[src/hdl/thfe_pkg.sv]
`timescale 1ns / 1ps
package thfe_pkg;

   localparam int SNI_MAX_DEF = 255;

   localparam logic [7:0]  REC_TYPE_HANDSHAKE = 8'h16;
   localparam logic [15:0] GREASE_MASK        = 16'h0f0f;
   localparam logic [15:0] GREASE_PATTERN     = 16'h0a0a;
   localparam logic [15:0] VER_SSL2           = 16'h0200;
   localparam logic [15:0] VER_SSL3           = 16'h0300;
   localparam logic [15:0] VER_TLS10          = 16'h0301;
   localparam logic [15:0] VER_TLS11          = 16'h0302;
   localparam logic [15:0] VER_TLS12          = 16'h0303;
   localparam logic [15:0] RAND_LEN           = 16'd32;
   localparam logic [16:0] MSG_LEN_MAX        = 17'h1ffff;
   localparam logic [15:0] EXT_SNI            = 16'd0;
   localparam logic [15:0] EXT_CURVES         = 16'd10;
   localparam logic [15:0] EXT_POINT_FMT      = 16'd11;
   localparam logic [7:0]  MSG_CLIENT_HELLO   = 8'd1;
   localparam logic [7:0]  MSG_SERVER_HELLO   = 8'd2;

   // inner-list marks kept in the hold byte between extension type and length
   localparam logic [7:0] EXT_MARK_NONE  = 8'd0;
   localparam logic [7:0] EXT_MARK_SNI   = 8'd1;
   localparam logic [7:0] EXT_MARK_CURVE = 8'd2;
   localparam logic [7:0] EXT_MARK_PF    = 8'd3;

   typedef enum logic [4:0] {
      P_RTYPE, P_RVER, P_RLEN, P_MTYPE, P_MLEN, P_HVER, P_RAND, P_SIDLEN,
      P_SID, P_CSLEN, P_CIPHERS, P_CMLEN, P_CM, P_SCIPHER, P_SCOMP, P_EXTLEN,
      P_EXTTYPE, P_EXTLEN2, P_EXTSKIP, P_SNIHDR, P_SNINAME, P_CURVELEN,
      P_CURVES, P_PFLEN, P_PF, P_DONE, P_SINK
   } phase_type;

   typedef enum logic [3:0] {
      K_REC_VER, K_HELLO_KIND, K_HELLO_VER, K_CIPHER, K_EXT_TYPE, K_SNI_BYTE,
      K_CURVE, K_POINT_FMT, K_ACCEPT, K_REJECT
   } kind_type;

   typedef struct packed {
      logic [3:0]  field_kind;
      logic [15:0] field_value;
      logic        packet_done;
   } rsp_word_type;

   function automatic logic is_grease(input logic [15:0] v);
      return ((v & GREASE_MASK) == GREASE_PATTERN) && (v[15:8] == v[7:0]);
   endfunction

   function automatic logic version_ok(input logic [15:0] v);
      return v == VER_SSL2 || v == VER_SSL3 || v == VER_TLS10 ||
             v == VER_TLS11 || v == VER_TLS12;
   endfunction

endpackage

[src/hdl/thfe_req_if.sv]
`timescale 1ns / 1ps
interface thfe_req_if;
   logic       valid;
   logic       ready;
   logic [7:0] data_byte;
   logic       end_of_packet;
   modport source (output valid, output data_byte, output end_of_packet, input ready);
   modport sink (input valid, input data_byte, input end_of_packet, output ready);
endinterface

[src/hdl/thfe_rsp_if.sv]
`timescale 1ns / 1ps
interface thfe_rsp_if;
   logic        valid;
   logic        ready;
   logic [3:0]  field_kind;
   logic [15:0] field_value;
   logic        packet_done;
   modport source (output valid, output field_kind, output field_value,
                   output packet_done, input ready);
   modport sink (input valid, input field_kind, input field_value,
                 input packet_done, output ready);
endinterface

[src/hdl/tls_hello_field_extractor.sv]
`timescale 1ns / 1ps
// A field word is registered into the result queue when its byte is accepted.
// Throughput: one byte per cycle while each byte yields at most one word and the
// receiver takes each word; a byte with a field and the packet status puts two words
// in the 4-entry result queue, which drains one word per cycle while rsp_port.ready is high.
// Reset (synchronous, active high) returns the parser to the record type byte
// and empties the result queue.
module tls_hello_field_extractor #(
   parameter int SNI_MAX = thfe_pkg::SNI_MAX_DEF
) (
   input logic      clock,
   input logic      reset,
   thfe_req_if.sink   req_port,
   thfe_rsp_if.source rsp_port
);
   import thfe_pkg::*;

   phase_type    phase_ff, phase_in;
   logic [15:0]  count_ff, count_in;
   logic [7:0]   hold_ff, hold_in;
   logic [16:0]  rec_ff, rec_in;
   logic [16:0]  ext_ff, ext_in;
   logic [15:0]  body_ff, body_in;
   logic         server_ff, server_in;
   logic         done_ff, done_in;
   logic         err_ff, err_in;
   logic         pkt_ok;

   logic         fld_valid;
   kind_type     fld_kind;
   logic [15:0]  fld_value;

   rsp_word_type q_ff [4];
   logic [1:0]   rd_ff, wr_ff;
   logic [2:0]   cnt_ff;
   logic         accept;
   logic         pop;
   rsp_word_type w0, w1;
   logic         w0_valid, w1_valid;

   logic [7:0]   b;
   logic         eop;
   logic [15:0]  pair;

   assign b    = req_port.data_byte;
   assign eop  = req_port.end_of_packet;
   assign pair = {hold_ff, b};

   assign req_port.ready = (cnt_ff <= 3'd2);
   assign accept         = req_port.valid && req_port.ready;

   // field emission
   always_comb begin
      fld_valid = 1'b0;
      fld_kind  = K_REC_VER;
      fld_value = pair;
      unique case (phase_ff)
         P_RVER: begin
            fld_valid = (count_ff != 16'd0);
            fld_kind  = K_REC_VER;
         end
         P_HVER: begin
            fld_valid = (count_ff != 16'd0);
            fld_kind  = K_HELLO_VER;
         end
         P_MTYPE: begin
            fld_valid = (b == MSG_CLIENT_HELLO) || (b == MSG_SERVER_HELLO);
            fld_kind  = K_HELLO_KIND;
            fld_value = {8'd0, b};
         end
         P_CIPHERS: begin
            fld_valid = (count_ff != 16'd0) && !is_grease(pair);
            fld_kind  = K_CIPHER;
         end
         P_SCIPHER: begin
            fld_valid = (count_ff != 16'd0);
            fld_kind  = K_CIPHER;
         end
         P_EXTTYPE: begin
            fld_valid = (count_ff != 16'd0) && !is_grease(pair);
            fld_kind  = K_EXT_TYPE;
         end
         P_SNINAME: begin
            fld_valid = 1'b1;
            fld_kind  = K_SNI_BYTE;
            fld_value = {8'd0, b};
         end
         P_CURVES: begin
            fld_valid = count_ff[0];
            fld_kind  = K_CURVE;
         end
         P_PF: begin
            fld_valid = 1'b1;
            fld_kind  = K_POINT_FMT;
            fld_value = {8'd0, b};
         end
         default: begin
            fld_valid = 1'b0;
         end
      endcase
   end

   // parser next state
   always_comb begin
      logic [23:0] mlen;
      logic [16:0] mlen_c;
      logic [15:0] v;
      phase_in  = phase_ff;
      count_in  = count_ff;
      hold_in   = hold_ff;
      rec_in    = rec_ff;
      ext_in    = ext_ff;
      body_in   = body_ff;
      server_in = server_ff;
      done_in   = done_ff;
      err_in    = err_ff;
      mlen      = {hold_ff, body_ff[7:0], b};
      mlen_c    = (mlen > {7'd0, MSG_LEN_MAX}) ? MSG_LEN_MAX : mlen[16:0];
      v         = pair;

      if (phase_ff >= P_MTYPE && rec_ff != 17'd0) rec_in = rec_ff - 17'd1;
      if (phase_ff >= P_EXTTYPE && phase_ff <= P_PF && ext_ff != 17'd0)
         ext_in = ext_ff - 17'd1;

      unique case (phase_ff)
         P_RTYPE: begin
            if (b != REC_TYPE_HANDSHAKE) begin
               err_in = 1'b1; phase_in = P_SINK;
            end else begin
               phase_in = P_RVER; count_in = 16'd0;
            end
         end
         P_RVER, P_HVER: begin
            if (count_ff == 16'd0) begin
               hold_in = b; count_in = 16'd1;
            end else if (!version_ok(pair)) begin
               err_in = 1'b1; phase_in = P_SINK;
            end else begin
               phase_in = (phase_ff == P_RVER) ? P_RLEN : P_RAND;
               count_in = 16'd0;
            end
         end
         P_RLEN: begin
            if (count_ff == 16'd0) begin
               hold_in = b; count_in = 16'd1;
            end else begin
               rec_in = {1'b0, pair}; phase_in = P_MTYPE; count_in = 16'd0;
            end
         end
         P_MTYPE: begin
            if (b == MSG_CLIENT_HELLO) begin
               phase_in = P_MLEN; count_in = 16'd0;
            end else if (b == MSG_SERVER_HELLO) begin
               server_in = 1'b1; phase_in = P_MLEN; count_in = 16'd0;
            end else begin
               err_in = 1'b1; phase_in = P_SINK;
            end
         end
         P_MLEN: begin
            if (count_ff == 16'd0) begin
               hold_in = b; count_in = 16'd1;
            end else if (count_ff == 16'd1) begin
               body_in = {8'd0, b}; count_in = 16'd2;
            end else begin
               if (mlen_c > rec_in) rec_in = mlen_c;
               body_in = 16'd0; phase_in = P_HVER; count_in = 16'd0;
            end
         end
         P_RAND: begin
            count_in = count_ff + 16'd1;
            if (count_in >= RAND_LEN) begin
               phase_in = P_SIDLEN; count_in = 16'd0;
            end
         end
         P_SIDLEN, P_SID: begin
            body_in = (phase_ff == P_SIDLEN) ? {8'd0, b} : body_ff - 16'd1;
            if (body_in == 16'd0) begin
               phase_in = server_ff ? P_SCIPHER : P_CSLEN; count_in = 16'd0;
            end else begin
               phase_in = P_SID;
            end
         end
         P_CSLEN: begin
            if (count_ff == 16'd0) begin
               body_in = {8'd0, b}; count_in = 16'd1;
            end else begin
               body_in = {body_ff[7:0], b};
               if (body_in[15:1] == 15'd0) begin
                  err_in = 1'b1; phase_in = P_SINK;
               end else begin
                  phase_in = P_CIPHERS; count_in = 16'd0;
               end
            end
         end
         P_CIPHERS: begin
            if (count_ff == 16'd0) begin
               hold_in = b; count_in = 16'd1;
            end else begin
               count_in = 16'd0;
            end
            body_in = body_ff - 16'd1;
            if (body_in == 16'd0) begin
               phase_in = P_CMLEN; count_in = 16'd0;
            end
         end
         P_CMLEN, P_CM: begin
            body_in = (phase_ff == P_CMLEN) ? {8'd0, b} : body_ff - 16'd1;
            if (body_in == 16'd0) begin
               phase_in = P_EXTLEN; count_in = 16'd0;
            end else begin
               phase_in = P_CM;
            end
         end
         P_SCIPHER: begin
            if (count_ff == 16'd0) begin
               hold_in = b; count_in = 16'd1;
            end else begin
               phase_in = P_SCOMP; count_in = 16'd0;
            end
         end
         P_SCOMP: begin
            phase_in = P_EXTLEN; count_in = 16'd0;
         end
         P_EXTLEN: begin
            if (count_ff == 16'd0) begin
               ext_in = {9'd0, b}; count_in = 16'd1;
            end else begin
               ext_in = {1'b0, ext_ff[7:0], b};
               if (ext_in == 17'd0 && !server_ff) begin
                  err_in = 1'b1; phase_in = P_SINK;
               end else if (ext_in >= 17'd4) begin
                  phase_in = P_EXTTYPE; count_in = 16'd0;
               end else begin
                  done_in = 1'b1; phase_in = P_DONE; count_in = 16'd0;
               end
            end
         end
         P_EXTTYPE: begin
            if (count_ff == 16'd0) begin
               hold_in = b; count_in = 16'd1;
            end else begin
               hold_in = EXT_MARK_NONE;
               if (!server_ff) begin
                  if (v == EXT_SNI) hold_in = EXT_MARK_SNI;
                  else if (v == EXT_CURVES) hold_in = EXT_MARK_CURVE;
                  else if (v == EXT_POINT_FMT) hold_in = EXT_MARK_PF;
               end
               body_in = 16'd0; phase_in = P_EXTLEN2; count_in = 16'd0;
            end
         end
         P_EXTLEN2: begin
            body_in = {body_ff[7:0], b};
            if (count_ff == 16'd0) begin
               count_in = 16'd1;
            end else begin
               count_in = 16'd0;
               if (body_in == 16'd0) begin
                  if (ext_in >= 17'd4) begin
                     phase_in = P_EXTTYPE;
                  end else begin
                     done_in = 1'b1; phase_in = P_DONE;
                  end
               end else if (hold_ff == EXT_MARK_SNI) phase_in = P_SNIHDR;
               else if (hold_ff == EXT_MARK_CURVE) phase_in = P_CURVELEN;
               else if (hold_ff == EXT_MARK_PF) phase_in = P_PFLEN;
               else phase_in = P_EXTSKIP;
            end
         end
         P_EXTSKIP, P_SNIHDR, P_SNINAME, P_CURVELEN, P_CURVES, P_PFLEN, P_PF: begin
            // inner list byte
            unique case (phase_ff)
               P_SNIHDR: begin
                  if (count_ff == 16'd3) begin
                     hold_in = b; count_in = count_ff + 16'd1;
                  end else if (count_ff == 16'd4) begin
                     if (v > 16'(SNI_MAX)) begin
                        err_in = 1'b1; phase_in = P_SINK;
                     end else if (v == 16'd0) begin
                        phase_in = P_EXTSKIP; count_in = 16'd0;
                     end else begin
                        phase_in = P_SNINAME; count_in = v;
                     end
                  end else begin
                     count_in = count_ff + 16'd1;
                  end
               end
               P_SNINAME, P_PF: begin
                  count_in = count_ff - 16'd1;
                  if (count_in == 16'd0) phase_in = P_EXTSKIP;
               end
               P_CURVELEN: begin
                  if (count_ff == 16'd0) begin
                     hold_in = b; count_in = 16'd1;
                  end else if ({v[15:1], 1'b0} == 16'd0) begin
                     phase_in = P_EXTSKIP; count_in = 16'd0;
                  end else begin
                     phase_in = P_CURVES; count_in = {v[15:1], 1'b0};
                  end
               end
               P_CURVES: begin
                  if (!count_ff[0]) hold_in = b;
                  count_in = count_ff - 16'd1;
                  if (count_in == 16'd0) phase_in = P_EXTSKIP;
               end
               P_PFLEN: begin
                  if (b == 8'd0) begin
                     phase_in = P_EXTSKIP; count_in = 16'd0;
                  end else begin
                     phase_in = P_PF; count_in = {8'd0, b};
                  end
               end
               default: begin
                  count_in = count_ff;
               end
            endcase
            if (phase_in != P_SINK) begin
               body_in = body_ff - 16'd1;
               if (body_in == 16'd0) begin
                  if (phase_in != P_EXTSKIP) begin
                     err_in = 1'b1; phase_in = P_SINK;
                  end else if (ext_in >= 17'd4) begin
                     phase_in = P_EXTTYPE; count_in = 16'd0;
                  end else begin
                     done_in = 1'b1; phase_in = P_DONE; count_in = 16'd0;
                  end
               end
            end
         end
         default: begin
            phase_in = phase_ff;
         end
      endcase

      pkt_ok = !err_in && done_in && (rec_in == 17'd0);

      if (eop) begin
         phase_in  = P_RTYPE;
         count_in  = 16'd0;
         hold_in   = 8'd0;
         rec_in    = 17'd0;
         ext_in    = 17'd0;
         body_in   = 16'd0;
         server_in = 1'b0;
         done_in   = 1'b0;
         err_in    = 1'b0;
      end
   end

   always_ff @(posedge clock) begin
      if (reset) begin
         phase_ff  <= P_RTYPE;
         count_ff  <= '0;
         hold_ff   <= '0;
         rec_ff    <= '0;
         ext_ff    <= '0;
         body_ff   <= '0;
         server_ff <= 1'b0;
         done_ff   <= 1'b0;
         err_ff    <= 1'b0;
      end else if (accept) begin
         phase_ff  <= phase_in;
         count_ff  <= count_in;
         hold_ff   <= hold_in;
         rec_ff    <= rec_in;
         ext_ff    <= ext_in;
         body_ff   <= body_in;
         server_ff <= server_in;
         done_ff   <= done_in;
         err_ff    <= err_in;
      end
   end

   // result queue: the field word goes ahead of the status word
   always_comb begin
      rsp_word_type fw, sw;
      fw = '{field_kind: fld_kind, field_value: fld_value, packet_done: 1'b0};
      sw = '{field_kind: (pkt_ok ? K_ACCEPT : K_REJECT), field_value: 16'd0,
             packet_done: 1'b1};
      w0       = fld_valid ? fw : sw;
      w1       = sw;
      w0_valid = accept && (fld_valid || eop);
      w1_valid = accept && fld_valid && eop;
   end

   assign pop = rsp_port.valid && rsp_port.ready;

   always_ff @(posedge clock) begin
      if (w0_valid) q_ff[wr_ff] <= w0;
      if (w1_valid) q_ff[wr_ff + 2'd1] <= w1;
   end

   always_ff @(posedge clock) begin
      if (reset) begin
         rd_ff  <= '0;
         wr_ff  <= '0;
         cnt_ff <= '0;
      end else begin
         wr_ff  <= wr_ff + {1'b0, w0_valid} + {1'b0, w1_valid};
         rd_ff  <= rd_ff + {1'b0, pop};
         cnt_ff <= cnt_ff + {2'd0, w0_valid} + {2'd0, w1_valid} - {2'd0, pop};
      end
   end

   assign rsp_port.valid       = (cnt_ff != 3'd0);
   assign rsp_port.field_kind  = q_ff[rd_ff].field_kind;
   assign rsp_port.field_value = q_ff[rd_ff].field_value;
   assign rsp_port.packet_done = q_ff[rd_ff].packet_done;

endmodule

[src/flat_wrapper.sv]
// flat-port wrapper written by rule: the top's interface ports become plain ports
module tls_hello_field_extractor_flat import thfe_pkg::*;
#(
   parameter int SNI_MAX = thfe_pkg::SNI_MAX_DEF
)
  (clock, reset, req_port_valid, req_port_data_byte, req_port_end_of_packet, req_port_ready, rsp_port_valid, rsp_port_field_kind, rsp_port_field_value, rsp_port_packet_done, rsp_port_ready);
  thfe_req_if req_port_i ();
  thfe_rsp_if rsp_port_i ();
  input logic clock;
  input logic reset;
  input wire logic [$bits(req_port_i.valid)-1:0] req_port_valid;
  input wire logic [$bits(req_port_i.data_byte)-1:0] req_port_data_byte;
  input wire logic [$bits(req_port_i.end_of_packet)-1:0] req_port_end_of_packet;
  output wire logic [$bits(req_port_i.ready)-1:0] req_port_ready;
  output wire logic [$bits(rsp_port_i.valid)-1:0] rsp_port_valid;
  output wire logic [$bits(rsp_port_i.field_kind)-1:0] rsp_port_field_kind;
  output wire logic [$bits(rsp_port_i.field_value)-1:0] rsp_port_field_value;
  output wire logic [$bits(rsp_port_i.packet_done)-1:0] rsp_port_packet_done;
  input wire logic [$bits(rsp_port_i.ready)-1:0] rsp_port_ready;
  assign req_port_i.valid = req_port_valid;
  assign req_port_i.data_byte = req_port_data_byte;
  assign req_port_i.end_of_packet = req_port_end_of_packet;
  assign req_port_ready = req_port_i.ready;
  assign rsp_port_valid = rsp_port_i.valid;
  assign rsp_port_field_kind = rsp_port_i.field_kind;
  assign rsp_port_field_value = rsp_port_i.field_value;
  assign rsp_port_packet_done = rsp_port_i.packet_done;
  assign rsp_port_i.ready = rsp_port_ready;
  tls_hello_field_extractor #(.SNI_MAX(SNI_MAX)) u_core (.clock(clock), .reset(reset), .req_port(req_port_i), .rsp_port(rsp_port_i));
endmodule
[config.mk]
export PLATFORM = sky130hd
export DESIGN_NAME = tls_hello_field_extractor_flat
export DESIGN_NICKNAME = d
export VERILOG_FILES = /design/src/hdl/thfe_pkg.sv /design/src/hdl/thfe_req_if.sv /design/src/hdl/thfe_rsp_if.sv /design/src/hdl/tls_hello_field_extractor.sv /design/src/flat_wrapper.sv
export SDC_FILE = /design/constraint.sdc
export NUM_CORES = 1
export LEC_CHECK = 0
export ABC_AREA = 1
export BUFFER_PORTS_ARGS = -buffer_cell sky130_fd_sc_hd__buf_4
export CAP_MARGIN = 20
export CORE_MARGIN = 10
export CORE_UTILIZATION = 49
export CTS_CLUSTER_SIZE = 30
export DETAILED_ROUTE_END_ITERATION = 6
export GPL_TIMING_DRIVEN = 0
export PLACE_DENSITY = 0.68
export SYNTH_ARGS = -nofsm -noshare
export SYNTH_HDL_FRONTEND = slang
export SYNTH_SLANG_ARGS = --single-unit
[constraint.sdc]
create_clock -name clock -period 4.1 [get_ports clock]
set_input_delay 0.41 -clock clock [delete_from_list [all_inputs] [get_ports clock]]
set_output_delay 0.41 -clock clock [all_outputs]
set_load 0.05 [all_outputs]
======== Word level (Yosys, flattened, before mapping) ========
Memory sizes are Yosys's and may differ from the RTL's. A register that Yosys moved wholly into a read port is not among the register bits.
Index checks and enable logic that the tools add are counted.
storage, ports and cells
  output and inout port bits .............. 23
  bits of input ports ..................... 13
  RAM bits ................................ 84
  register bits after elaboration ......... 89
  memories ................................ 1
memory list
  name         words  bits a word  rd ports  clocked after Yosys merged registers in  wr ports  line                             source
  u_core.q_ff  4      21           1         1                                        2         tls_hello_field_extractor.sv:33  rsp_word_type q_ff [4];
operators by class
  eq/ne operators ......................... 67
  multiplexer cells ....................... 146
  reductions and logical operators ........ 62
  order comparisons ....................... 10
  $add $sub $neg .......................... 12
operators by type and width
  cell                                                                     number
  16-bit 2-to-1 mux                                                        33
  16-bit one-hot mux with 13 select lines                                  1
  17-bit 2-to-1 mux                                                        10
  5-bit 2-to-1 mux                                                         31
  16-bit logical NOT                                                       8
  16-bit one-hot mux with 8 select lines                                   1
  16-bit by 10-bit equality test with 1-bit output, second input constant  5
  8-bit 2-to-1 mux                                                         10
  5-bit one-hot mux with 16 select lines                                   1
  16-bit one-hot mux with 4 select lines                                   1
  17-bit nonzero test                                                      3
  8-bit one-hot mux with 3 select lines                                    2
  5-bit equality test, second input constant                               9
  5-bit by 4-bit equality test with 1-bit output, second input constant    8
  1-bit 2-to-1 mux                                                         37
  17-bit one-hot mux with 2 select lines                                   1
  17-bit by 1-bit subtractor with 17-bit output, second input constant     2
  16-bit by 4-bit equality test with 1-bit output, second input constant   2
  16-bit by 1-bit subtractor with 16-bit output, second input constant     2
  15-bit logical NOT                                                       2
  3-bit != test, second input constant                                     10
  8-bit by 2-bit equality test with 1-bit output, second input constant    3
  24-bit by 17-bit > comparator with 1-bit output, second input constant   1
  21-bit 2-to-1 mux                                                        1
  other kinds (60)                                                         113

======== Longest topological paths before layout ========
  word-level depth ........................ 17
  depth in mapped cells ................... 33
  mapped depth without buffers ............ 32

======== Least setup slack after synthesis ========
OpenSTA, ideal clock, no wires.
  kind .................................... reg-to-reg
  start point ............................. reg u_core.phase_ff[3]
  end point ............................... mem u_core.q_ff[0][17] (netlist bit), data pin
  buffers on the path ..................... 2
  setup time .............................. 0.252 ns
  stages on the path, launching flop included .. 32
  path slack .............................. 0.286 ns
  arrival ................................. 3.561 ns
  required time ........................... 3.848 ns
  period minus slack after synthesis ...... 3.814 ns
  cell sequence ........................... dfxtp_1 buf_2 nor2_1 inv_2 nor2_1 nand2_1 nand2_2 inv_2 buf_2 nand2_1 o21ai_0 ha_1 nand2_1 nor2_1 and2_1 nand3b_1 nand3_1 nand3_2 inv_1 nand2_1 nand3_1 nand3_1 nor2_1 nand2_1 nor2_1 nand3_1 a21oi_1 nand2_2 nand2_2 nand2_2 nand2_1 nand2_1
RTL lines
  item                    line                              source
  start, declared         tls_hello_field_extractor.sv:18   phase_type phase_ff, phase_in;
  start signal, assigned  tls_hello_field_extractor.sv:361  phase_ff <= phase_in;
  end, declared           tls_hello_field_extractor.sv:33

==> flow_summary.ini <==
[drt]
post-route-drc-count = 0
avgRoutedWirePerCell_um = 21.33
drt_pass1_iterations = 7
drt_wl_total_mm = 56.12
drtIter0Drc = 2094
ant_nets = 0
vias = 16027
routed_via_density = 6.092

[timing]
rsz0062_at_grt = true
skew_ns = 0.01439
fin_ws_ns = -0.1585
setup_tns_ns = -0.5985
finalMaxSlewViolations = 0
tightest_slew_ns = 1.023
fmax_mhz = 234.8
maxSlewHeadroom = 0.3178
setup_viol = 4
finalHoldViolations = 0
timing.final.crit_share = 1.039
final.min_clock_period_ns = 4.259

[floorplan]
start_util = 0.4952
die-area_um2 = 34070
io_pins = 36
die_y_um = 184.6
die_w_um = 184.6
rows = 60
core_um2 = 26800

[min_path]
holdPathStages = 3
hold_path.class = input port to register
min-delay-start = req_port_data_byte[2]

[logic_synthesis]
syn-num-nets = 2232
synth_area_um2 = 13270
avgSynthCellArea_um2 = 6.069
netlist.area_leader.share = 0.2489
netlist_instances = 2187
yosysUniqueCellTypes = 57
synth-seq-cells = 169
synth_ff_type = dfxtp_1
yosysTopAreaCell = dfxtp_1
async_flop_share = 0
synth_commonest_cells = nand2_1, nor2_1, inv_1
synth-seq-area-share = 0.2579
synth_warnings = 0
synthMostInstantiatedCell = nand2_1
synth.area.top_cells = dfxtp_1, nand2_1, nor2_1
synth-edff-count = 4

[final_layout]
num-fill-cells = 2681
seq_area_um2 = 3476
drive_gt1_frac = 0.1533
multi_input_area_um2 = 9044
diodes = 0
synthToLayoutAreaGrowth_pct = 16.47
fin_nets = 2322

[power_and_ir_drop]
p_leak_uw = 0.006646
power_uw = 8816
powerDensity_nw_per_um2 = 570.3
peakVddDrop_mv = 0.3576

[setup_path]
crit_fanout = 8
cp.arrival_ns = 4.46
cp.required_ns = 4.31
reg2reg_from = u_core.phase_ff[2]
path_class = register to register
start_kind = register
worst_setup_path_end_kind = register
max_stage_delay_ns = 0.45
worstSetupStartpoint = u_core.phase_ff[2]
reg2reg_depth = 28
crit_path_top_delay_cell = dfxtp_2

[clock_network]
path_clk_slew_ns = 0.07
h-tree-depth = 4
cts.path.max_buffers = 2
cts_tree = yes
numCtsBuffers = 17
clock-sinks = 169
cts-root-buf = clkbuf_16
clock_latency_ns = 0.45

[grt]
grt_pass1_vias = 14236
grt-ovfl-total = 0
grt_max_degree = 18
grt_pass1_wl_mm = 82.81
antenna_found_initial = 0
grtUsageTotal = 0.3134

[run_status]
outcome = finished with violations
violations = negative setup slack

[placed_design]
dp_hpwl_mm = 41.05
io_buffers = 28
gp_congestion = 1.046

[run]
cap_violations = 0
final timing paths:
kind | slack (ns) | to
worst min register to register | 0.46 | u_core.q_ff[2][18]
worst min-delay path | 0.41 | u_core.q_ff[0][3]
worst max-delay path | -0.16 | u_core.q_ff[2][17]
worst max register to register | -0.16 | u_core.q_ff[2][17]
metrics by stage:
| step | instance area, µm² | setup WS, ns | utilization | hold WS, ns | std cells |
|---|---|---|---|---|---|
| 6_report | 15460 | -0.1585 | 0.5768 | 0.4095 | 2631 |
| 5_1_grt | 15460 | -0.2976 | 0.5768 | 0.4442 | 2631 |
| 4_1_cts | 14780 | 0.00002220 | 0.5514 | 0.3836 | 2600 |
| 3_5_place_dp | 13910 | -0.9703 | 0.5190 | 0.4484 | 2556 |
| 3_3_place_gp | 13910 | -0.9604 | 0.5190 | 0.4337 | 2556 |
| 2_1_floorplan | 13270 | 0.2862 | - | 0.4234 | 2187 |
cells by family after synthesis:
group	count (synthesis)	synth area share
compound gates	475	0.2026
xor+xnor	52	0.03431
fa+ha+maj	32	0.03186
buf+inv	333	0.09889
flops	169	0.2579
simple gates	1126	0.3744
per-layer routing:
metal  wire [µm]  up-vias  track usage
met5           0        -            0
met4        2043        0       0.1137
met3        6360      138      0.05651
met2       24200      974       0.4739
met1       23510     7411       0.4339
li1            -     7504            -
sequential cells by signal, summed over array words and instances (netlist names):
| signal | count |
|---|---|
| u_core.q_ff | 80 |
| u_core.done_ff | 1 |
| u_core.wr_ff | 2 |
| u_core.cnt_ff | 3 |
| u_core.rec_ff | 17 |
| u_core.body_ff | 16 |
| u_core.hold_ff | 8 |
| u_core.err_ff | 1 |
| u_core.count_ff | 16 |
| u_core.server_ff | 1 |
| u_core.phase_ff | 5 |
| u_core.ext_ff | 17 |
| u_core.rd_ff | 2 |
worst max-delay path, delay by kind of cell (launching register included):
kind	cells	cell delay, ns
AO/OA/AOI/OAI	4	0.56
XOR/XNOR	1	0.22
adder cells (fa/ha/maj)	1	0.33
buffers and inverters	3	0.39
flip-flops	1	0.45
AND/OR/NAND/NOR	19	2.05
area by class of cell:
type,count,share of cell area
Inverter,238,0.05900
Clock buffer,17,0.02752
Sequential cell,169,0.2248
Multi-Input combinational cell,1685,0.5850
Clock inverter,15,0.01036
Tap cell,341,0.02760
Buffer,94,0.02898
Timing Repair Buffer,72,0.03667
repair_timing:
action / CTS / global route
cloned: 0 / 1
setup endpoints to repair: 16 / 9
gates resized for setup: 59 / 122
pin swaps: 9 / 43
hold buffers: 0 / 0
buffers inserted: 13 / 30
power breakdown:
group | internal (µW) | switching (µW) | total [µW]
clock network | 863 | 814 | 1680
registers | 1790 | 147 | 1940
logic | 1620 | 3580 | 5200
total | 4270 | 4550 | 8820
layout by cell type, fill, tap and decap left out, drive strengths merged, types with 31 or more instances in the layout:
cell / count
nand2: 506
nor2: 303
inv: 241
o21ai: 227
nand3: 199
dfxtp: 165
a21oi: 128
buf: 104
clkbuf: 79
nor3: 57
xor2: 40
o22ai: 35
nand4: 31
Power figures use the tool's default switching activity.
